$ cat src/hdl/fgeo_pkg.sv
// ----------------------------------------------------------------------------
// fgeo_pkg
// Widths, microcode format and control program of the frame geometry block.
// ----------------------------------------------------------------------------
package fgeo_pkg;

	localparam int DIM_BITS      = 15;
	localparam int HALF_BITS     = DIM_BITS - 1;
	localparam int PROD_BITS     = 2 * HALF_BITS;
	localparam int VAL_BITS      = PROD_BITS + 1;
	localparam int DIVC_BITS     = $clog2(VAL_BITS);
	localparam int NEWTON_LIMIT  = 64;
	localparam int STEP_BITS     = $clog2(NEWTON_LIMIT + 1);
	localparam int RADIUS_MARGIN = 4;
	localparam int PC_BITS       = 4;

	typedef logic [PC_BITS-1:0] pc_t;

	typedef enum logic [3:0] {
		OP_NOP,
		OP_LOAD,
		OP_SQ_W,
		OP_SQ_H,
		OP_SUM,
		OP_INIT,
		OP_SETX,
		OP_DIV_START,
		OP_DIV_STEP,
		OP_UPDATE,
		OP_EMIT
	} op_t;

	typedef enum logic [2:0] {
		C_NEXT,
		C_ALWAYS,
		C_NO_INPUT,
		C_ZERO,
		C_STOP,
		C_DIV_BUSY,
		C_OUT_BUSY
	} cond_t;

	typedef struct packed {
		op_t   op;
		cond_t cond;
		pc_t   target;
	} uword_t;

	localparam pc_t P_IDLE      = pc_t'(0);
	localparam pc_t P_SQ_W      = pc_t'(1);
	localparam pc_t P_SQ_H      = pc_t'(2);
	localparam pc_t P_SUM       = pc_t'(3);
	localparam pc_t P_INIT      = pc_t'(4);
	localparam pc_t P_TEST      = pc_t'(5);
	localparam pc_t P_SETX      = pc_t'(6);
	localparam pc_t P_DIV_START = pc_t'(7);
	localparam pc_t P_DIV_STEP  = pc_t'(8);
	localparam pc_t P_UPDATE    = pc_t'(9);
	localparam pc_t P_EMIT      = pc_t'(10);

	function automatic uword_t ucode(input pc_t pc);
		uword_t w;
		unique case (pc)
			P_IDLE:      w = '{op: OP_LOAD,      cond: C_NO_INPUT, target: P_IDLE};
			P_SQ_W:      w = '{op: OP_SQ_W,      cond: C_NEXT,     target: P_IDLE};
			P_SQ_H:      w = '{op: OP_SQ_H,      cond: C_NEXT,     target: P_IDLE};
			P_SUM:       w = '{op: OP_SUM,       cond: C_NEXT,     target: P_IDLE};
			P_INIT:      w = '{op: OP_INIT,      cond: C_ZERO,     target: P_EMIT};
			P_TEST:      w = '{op: OP_NOP,       cond: C_STOP,     target: P_EMIT};
			P_SETX:      w = '{op: OP_SETX,      cond: C_NEXT,     target: P_IDLE};
			P_DIV_START: w = '{op: OP_DIV_START, cond: C_NEXT,     target: P_IDLE};
			P_DIV_STEP:  w = '{op: OP_DIV_STEP,  cond: C_DIV_BUSY, target: P_DIV_STEP};
			P_UPDATE:    w = '{op: OP_UPDATE,    cond: C_ALWAYS,   target: P_TEST};
			P_EMIT:      w = '{op: OP_EMIT,      cond: C_OUT_BUSY, target: P_EMIT};
			default:     w = '{op: OP_NOP,       cond: C_ALWAYS,   target: P_IDLE};
		endcase
		return w;
	endfunction

endpackage

$ cat src/hdl/fgeo_ifs.sv
// ----------------------------------------------------------------------------
// fgeo_ifs
// Valid/ready channels for frame dimensions and frame geometry results.
// ----------------------------------------------------------------------------
interface fgeo_dims_if import fgeo_pkg::*; ();
	logic                valid;
	logic                ready;
	logic [DIM_BITS-1:0] frame_width;
	logic [DIM_BITS-1:0] frame_height;

	modport source (output valid, output frame_width, output frame_height, input ready);
	modport sink (input valid, input frame_width, input frame_height, output ready);
endinterface

interface fgeo_geom_if import fgeo_pkg::*; ();
	logic                 valid;
	logic                 ready;
	logic [HALF_BITS-1:0] centre_x;
	logic [HALF_BITS-1:0] centre_y;
	logic [DIM_BITS-1:0]  min_dimension;
	logic [DIM_BITS-1:0]  radius;

	modport source (output valid, output centre_x, output centre_y, output min_dimension,
		output radius, input ready);
	modport sink (input valid, input centre_x, input centre_y, input min_dimension,
		input radius, output ready);
endinterface

$ cat src/hdl/frame_geometry_with_isqrt_top.sv
// ----------------------------------------------------------------------------
// frame_geometry_with_isqrt_top
// Frame centre, smaller dimension and half-diagonal radius by Newton root.
// ----------------------------------------------------------------------------
// One frame size is taken on dims, one result leaves on geom. The block works
// on one frame at a time, running k Newton iterations per frame, where k is
// capped by NEWTON_LIMIT (roughly 20 at most for full-size frames, none for a
// zero frame). Each iteration steps through test, copy, divider start, then
// the restoring divider that retires one quotient bit per cycle over 29 bits,
// then the update. A small microcode ROM steps the datapath. The next frame is
// taken while the previous result still waits on geom.
module frame_geometry_with_isqrt_top import fgeo_pkg::*; (
	input  logic               clk,
	input  logic               arst_n,
	fgeo_dims_if.sink          dims,
	fgeo_geom_if.source        geom
);

	pc_t                  pc_q;
	pc_t                  pc_next;
	uword_t               uw;
	logic                 take;
	logic                 out_busy;
	logic                 do_load;
	logic                 do_emit;
	logic                 out_vld_q;

	logic [HALF_BITS-1:0] hw_q;
	logic [HALF_BITS-1:0] hh_q;
	logic [DIM_BITS-1:0]  min_q;
	logic [PROD_BITS-1:0] prod_q;
	logic [PROD_BITS-1:0] acc_q;
	logic [VAL_BITS-1:0]  val_q;
	logic [VAL_BITS-1:0]  x_q;
	logic [VAL_BITS-1:0]  y_q;
	logic [STEP_BITS-1:0] steps_q;
	logic [VAL_BITS-1:0]  rem_q;
	logic [VAL_BITS-1:0]  quo_q;
	logic [DIVC_BITS-1:0] divc_q;

	logic [HALF_BITS-1:0] cx_q;
	logic [HALF_BITS-1:0] cy_q;
	logic [DIM_BITS-1:0]  mn_q;
	logic [DIM_BITS-1:0]  rad_q;

	logic [HALF_BITS-1:0] mul_a;
	logic [PROD_BITS-1:0] mul_p;
	logic [VAL_BITS:0]    trial;
	logic [VAL_BITS:0]    half_sum;
	logic [VAL_BITS:0]    init_sum;

	assign uw       = ucode(pc_q);
	assign out_busy = out_vld_q && !geom.ready;
	assign do_load  = (uw.op == OP_LOAD) && dims.valid;
	assign do_emit  = (uw.op == OP_EMIT) && !out_busy;

	always_comb begin
		case (uw.cond)
			C_NEXT:     take = 1'b0;
			C_ALWAYS:   take = 1'b1;
			C_NO_INPUT: take = !dims.valid;
			C_ZERO:     take = (val_q == '0);
			C_STOP:     take = !((y_q < x_q) && (steps_q < STEP_BITS'(NEWTON_LIMIT)));
			C_DIV_BUSY: take = (divc_q != DIVC_BITS'(VAL_BITS - 1));
			C_OUT_BUSY: take = out_busy;
			default:    take = 1'b1;
		endcase
		pc_next = take ? uw.target : pc_q + pc_t'(1);
	end

	assign mul_a    = (uw.op == OP_SQ_W) ? hw_q : hh_q;
	assign mul_p    = PROD_BITS'(mul_a) * PROD_BITS'(mul_a);
	assign trial    = {rem_q, quo_q[VAL_BITS-1]} - {1'b0, x_q};
	assign half_sum = {1'b0, x_q} + {1'b0, quo_q};
	assign init_sum = {1'b0, val_q} + (VAL_BITS+1)'(1);

	always_ff @(posedge clk or negedge arst_n) begin
		if (!arst_n) begin
			pc_q      <= P_IDLE;
			out_vld_q <= 1'b0;
		end else begin
			pc_q <= pc_next;
			if (do_emit)
				out_vld_q <= 1'b1;
			else if (geom.ready)
				out_vld_q <= 1'b0;
		end
	end

	always_ff @(posedge clk) begin
		case (uw.op)
			OP_LOAD: begin
				if (do_load) begin
					hw_q  <= dims.frame_width[DIM_BITS-1:1];
					hh_q  <= dims.frame_height[DIM_BITS-1:1];
					min_q <= (dims.frame_width < dims.frame_height) ?
						dims.frame_width : dims.frame_height;
				end
			end
			OP_SQ_W: prod_q <= mul_p;
			OP_SQ_H: begin
				acc_q  <= prod_q;
				prod_q <= mul_p;
			end
			OP_SUM: val_q <= VAL_BITS'(acc_q) + VAL_BITS'(prod_q);
			OP_INIT: begin
				x_q     <= val_q;
				y_q     <= init_sum[VAL_BITS:1];
				steps_q <= '0;
			end
			OP_SETX: begin
				x_q     <= y_q;
				steps_q <= steps_q + STEP_BITS'(1);
			end
			OP_DIV_START: begin
				rem_q  <= '0;
				quo_q  <= val_q;
				divc_q <= '0;
			end
			OP_DIV_STEP: begin
				if (!trial[VAL_BITS]) begin
					rem_q <= trial[VAL_BITS-1:0];
					quo_q <= {quo_q[VAL_BITS-2:0], 1'b1};
				end else begin
					rem_q <= {rem_q[VAL_BITS-2:0], quo_q[VAL_BITS-1]};
					quo_q <= {quo_q[VAL_BITS-2:0], 1'b0};
				end
				divc_q <= divc_q + DIVC_BITS'(1);
			end
			OP_UPDATE: y_q <= half_sum[VAL_BITS:1];
			OP_EMIT: begin
				if (do_emit) begin
					cx_q  <= hw_q;
					cy_q  <= hh_q;
					mn_q  <= min_q;
					rad_q <= DIM_BITS'(x_q) + DIM_BITS'(RADIUS_MARGIN);
				end
			end
			default: ;
		endcase
	end

	assign dims.ready         = (uw.op == OP_LOAD);
	assign geom.valid         = out_vld_q;
	assign geom.centre_x      = cx_q;
	assign geom.centre_y      = cy_q;
	assign geom.min_dimension = mn_q;
	assign geom.radius        = rad_q;

endmodule

$ cat src/flat_wrapper.sv
// flat-port wrapper written by rule: the top's interface ports become plain ports
module frame_geometry_with_isqrt_top_flat import fgeo_pkg::*;
  (clk, arst_n, dims_valid, dims_frame_width, dims_frame_height, dims_ready, geom_valid, geom_centre_x, geom_centre_y, geom_min_dimension, geom_radius, geom_ready);
  fgeo_dims_if dims_i ();
  fgeo_geom_if geom_i ();
  input  logic clk;
  input  logic arst_n;
  input wire logic [$bits(dims_i.valid)-1:0] dims_valid;
  input wire logic [$bits(dims_i.frame_width)-1:0] dims_frame_width;
  input wire logic [$bits(dims_i.frame_height)-1:0] dims_frame_height;
  output wire logic [$bits(dims_i.ready)-1:0] dims_ready;
  output wire logic [$bits(geom_i.valid)-1:0] geom_valid;
  output wire logic [$bits(geom_i.centre_x)-1:0] geom_centre_x;
  output wire logic [$bits(geom_i.centre_y)-1:0] geom_centre_y;
  output wire logic [$bits(geom_i.min_dimension)-1:0] geom_min_dimension;
  output wire logic [$bits(geom_i.radius)-1:0] geom_radius;
  input wire logic [$bits(geom_i.ready)-1:0] geom_ready;
  assign dims_i.valid = dims_valid;
  assign dims_i.frame_width = dims_frame_width;
  assign dims_i.frame_height = dims_frame_height;
  assign dims_ready = dims_i.ready;
  assign geom_valid = geom_i.valid;
  assign geom_centre_x = geom_i.centre_x;
  assign geom_centre_y = geom_i.centre_y;
  assign geom_min_dimension = geom_i.min_dimension;
  assign geom_radius = geom_i.radius;
  assign geom_i.ready = geom_ready;
  frame_geometry_with_isqrt_top u_core (.clk(clk), .arst_n(arst_n), .dims(dims_i), .geom(geom_i));
endmodule
$ cat config.mk
export PLATFORM = sky130hd
export DESIGN_NAME = frame_geometry_with_isqrt_top_flat
export DESIGN_NICKNAME = d
export VERILOG_FILES = /design/src/hdl/fgeo_pkg.sv /design/src/hdl/fgeo_ifs.sv /design/src/hdl/frame_geometry_with_isqrt_top.sv /design/src/flat_wrapper.sv
export SDC_FILE = /design/constraint.sdc
export NUM_CORES = 1
export LEC_CHECK = 0
export BUFFER_PORTS_ARGS = -buffer_cell sky130_fd_sc_hd__buf_2
export CAP_MARGIN = 10
export CORE_MARGIN = 1.5
export CORE_UTILIZATION = 35
export CTS_BUF_LIST = sky130_fd_sc_hd__clkbuf_2 sky130_fd_sc_hd__clkbuf_4 sky130_fd_sc_hd__clkbuf_8
export DETAILED_ROUTE_END_ITERATION = 10
export HOLD_SLACK_MARGIN = 0.08
export MAX_ROUTING_LAYER = met4
export PLACE_DENSITY = 0.57
export SYNTH_ARGS = -nofsm -noshare
export SYNTH_HDL_FRONTEND = slang
export SYNTH_SLANG_ARGS = --single-unit
$ cat constraint.sdc
create_clock -name clk -period 10.27 [get_ports clk]
set_input_delay 2.054 -clock clk [delete_from_list [all_inputs] [get_ports clk]]
set_output_delay 2.054 -clock clk [all_outputs]
set_load 0.01 [all_outputs]
==> summary.txt <==
Status
  – Status: complete, no violations

Placement
  – Placed cell area: 0.02475 mm2
  – RD Place Congestion: 0.9255
  – Count of buffers from port buffering: 93
  – DPL Wire Length: 42170 um

Worst setup path
  – Crit path required time: 10.65 ns
  – CP endpoint kind: flip-flop
  – WS Path Type: reg2reg
  – Startpoint Class: flip-flop
  – Worst Path Buf+Inv: 7
  – CP peak stage delay: 0.64 ns
  – Crit path max fanout: 10
  – Slowest CP cell: mux2i_1
  – Critical path's top delay family: adder cells
  – Worst EP arrival: 9.29 ns

Timing
  – Fin crit share: 86.74%
  – Finish-stage setup viols: 0
  – Rel. slew slack: 27.59%
  – Fin. Hold Viols: 0
  – Worst-Margin Slew: 1.056 ns
  – Final slew viol count: 0
  – Clk_skew: 0.07079 ns
  – RSZ-0062 raised after global routing: no
  – Sum Neg Setup Slack: 0 ns
  – Fin crit period: 8.908 ns
  – Hold WS: 0.4145 ns
  – FMAX: 112.3 MHz

Finish
  – Fillers: 6380
  – Final Core Density: 39.49%
  – Fin nets: 2662
  – Final instance area: 0.02596 mm2
  – Share of cells above drive strength 1: 12.06%
  – Layout area overhead: 11.59%
  – Ant. Diodes: 0

Logic synthesis
  – Ys async rst share: 1.577%
  – Number of synthesized flops with an enable pin: 312
  – Avg Inst Size Synth: 10.70 um2
  – Yosys reg bits: 317
  – Post-Synthesis Cells: 2174
  – Post-Syn Area: 0.02326 mm2
  – Syn_nets: 2551
  – Sequential share of the synthesized area: 40.81%
  – Post-synth top flop: edfxtp_1
  – Yosys warns: 0
  – Synth unique cells: 72

Detailed routing
  – Initial DRC count: 972
  – First-pass DRT Iterations: 7
  – M1 WL: 24090 um
  – Drt drc: 0
  – Post-Route WL: 56340 um
  – Met3 WL: 2237 um
  – Routed Antenna Nets: 0
  – Met2 wire len: 28790 um
  – Via count: 16.40k
  – DR vias/cell: 5.136
  – WL/cell: 17.64 um
  – DR top layer: met4

CTS
  – TritonCTS clock tree: done
  – H-tree levels: 2
  – Num CTS Buffers: 60
  – Post_cts resized: 0
  – Clk Latency, worst-skew pair: 0.72 ns
  – Post-CTS Hold Fix Bufs: 0
  – CTS sink cnt: 317
  – Post-CTS repair timing setup buffer count: 0
  – Clock Path Buffers: 3
  – Clock transition at path regs: 0.06 ns
  – Root buf cell: clkbuf_8

Floorplan
  – I/O Pins: 94
  – Die X: 260.8 um
  – Die Area: 0.06802 mm2
  – DIE HEIGHT: 260.8 um
  – Initial Utilization: 35.38%
  – Row count: 94
  – Core ar.: 0.06575 mm2

Flow run
  – Max_cap viols: 0

Hold path
  – Worst hold path class: reg2reg

Global route
  – Antenna violations before repair: 0
  – First-pass GRT wire length: 89950 um
  – Vias in the first global route: 17.17k
  – Total gr overflow: 0
  – GRT Overall Usage: 17.12%
  – Largest net degree at the start of global routing: 64
==> area by class of cell <==
type	instances	area [um2]	share of cell area (%)
clock buffers	74	930.9	3.586
clock inverters	33	284.0	1.094
inverters	248	930.9	3.586
multi-input cells	1548	12650	48.71
flip-flops and latches	317	9494	36.57
well taps	864	1081	4.164
repair buffers	110	593.1	2.285
==> routing by layer <==
layer / track usage (%) / up-vias
met1: 20.65 / 8113
li1: - / 7916
met5: - / -
met4: 4.849 / 0
met3: 2.516 / 87
met2: 29.61 / 287
==> registers in the layout, indices dropped and copies added (netlist names), 15 cells and up <==
register,count
u_core.rem_q,29
u_core.prod_q,27
u_core.y_q,29
u_core.min_q,15
u_core.acc_q,27
u_core.x_q,29
u_core.quo_q,29
u_core.val_q,29
u_core.geom.min_dimension,15
u_core.geom.radius,15
==> cells in the mapped netlist (6+ instances only) <==
master	number	area, um2
xor2_1	49	429.2
o21bai_1	11	82.58
o21ai_0	76	380.4
nand3_1	65	325.3
o31ai_1	28	210.2
clkbuf_1	50	187.7
nand4_1	19	118.9
mux2_2	58	653.1
a21o_1	82	615.6
nor3_1	26	130.1
a2111oi_0	6	52.55
buf_2	7	35.03
nor2_1	133	499.2
a211o_1	7	61.31
a211oi_1	13	97.59
nor2b_1	16	100.1
and4_1	9	78.83
and2_1	9	56.30
a31o_2	6	52.55
nand2_1	237	889.6
inv_1	245	919.6
edfxtp_1	312	9369
and3_1	19	118.9
nand2b_1	14	87.58
mux2i_1	16	160.2
nor4_1	8	50.05
o211ai_1	10	75.07
a21oi_1	92	460.4
or3_1	8	50.05
fa_1	117	2342
ha_1	226	2828
xnor2_1	95	832.1
o21a_1	20	150.1
a31oi_1	14	87.58
==> final timing paths <==
check | from | end | slack [ns] | cells past startpoint
worst max-delay path | u_core.pc_q[1]$_DFF_PN0_ | u_core.prod_q[26]$_DFFE_PP_ | 1.36 | 28
worst min-delay path | u_core.min_q[5]$_DFFE_PP_ | u_core.geom.min_dimension[5]$_DFFE_PP_ | 0.41 | 0
worst max register to register | u_core.pc_q[1]$_DFF_PN0_ | u_core.prod_q[26]$_DFFE_PP_ | 1.36 | 28
worst min register to register | u_core.min_q[5]$_DFFE_PP_ | u_core.geom.min_dimension[5]$_DFFE_PP_ | 0.41 | 0
max in group asynchronous | arst_n | u_core.pc_q[2]$_DFF_PN0_ | 8.93 | 1
min in group asynchronous | arst_n | u_core.pc_q[1]$_DFF_PN0_ | 1.18 | 1
==> cell families after synthesis <==
kind of cell               after synthesis  synth area share [%]
muxes                                   74                 3.496
AOI/OAI and AO/OA                      406                 11.60
and+or+nand+nor                        581                 11.38
DFF                                    317                 40.81
adders and majority gates              343                 22.22
buffers and inverters                  309                 5.077
xor gates and xnor gates               144                 5.421
==> placed cells by master (no fill, tap or decap), types with 14 or more instances in the layout <==
cell        n
edfxtp_1  312
inv_1     245
nand2_1   237
ha_1      226
nor2_1    130
fa_1      117
xnor2_1    95
buf_2      93
a21oi_1    91
a21o_1     82
o21ai_0    75
nand3_1    65
clkbuf_8   60
mux2_2     58
xor2_1     49
o31ai_1    28
nor3_1     24
o21a_1     20
and3_1     19
nand4_1    19
clkinv_1   18
buf_4      17
mux2i_1    16
nor2b_1    16
a31oi_1    14
nand2b_1   14
clkbuf_4   14
==> per-stage QoR <==
stage               cells  setup WS [ns]
detailed placement   3087          1.413
global placement     3087          1.702
floorplan            2174          2.390
global route         3194         0.6014
finish               3194          1.362
CTS                  3194          1.371
Power is not shown: default switching activity piles up to over one toggle a cycle in this logic, so the estimate is an artifact.
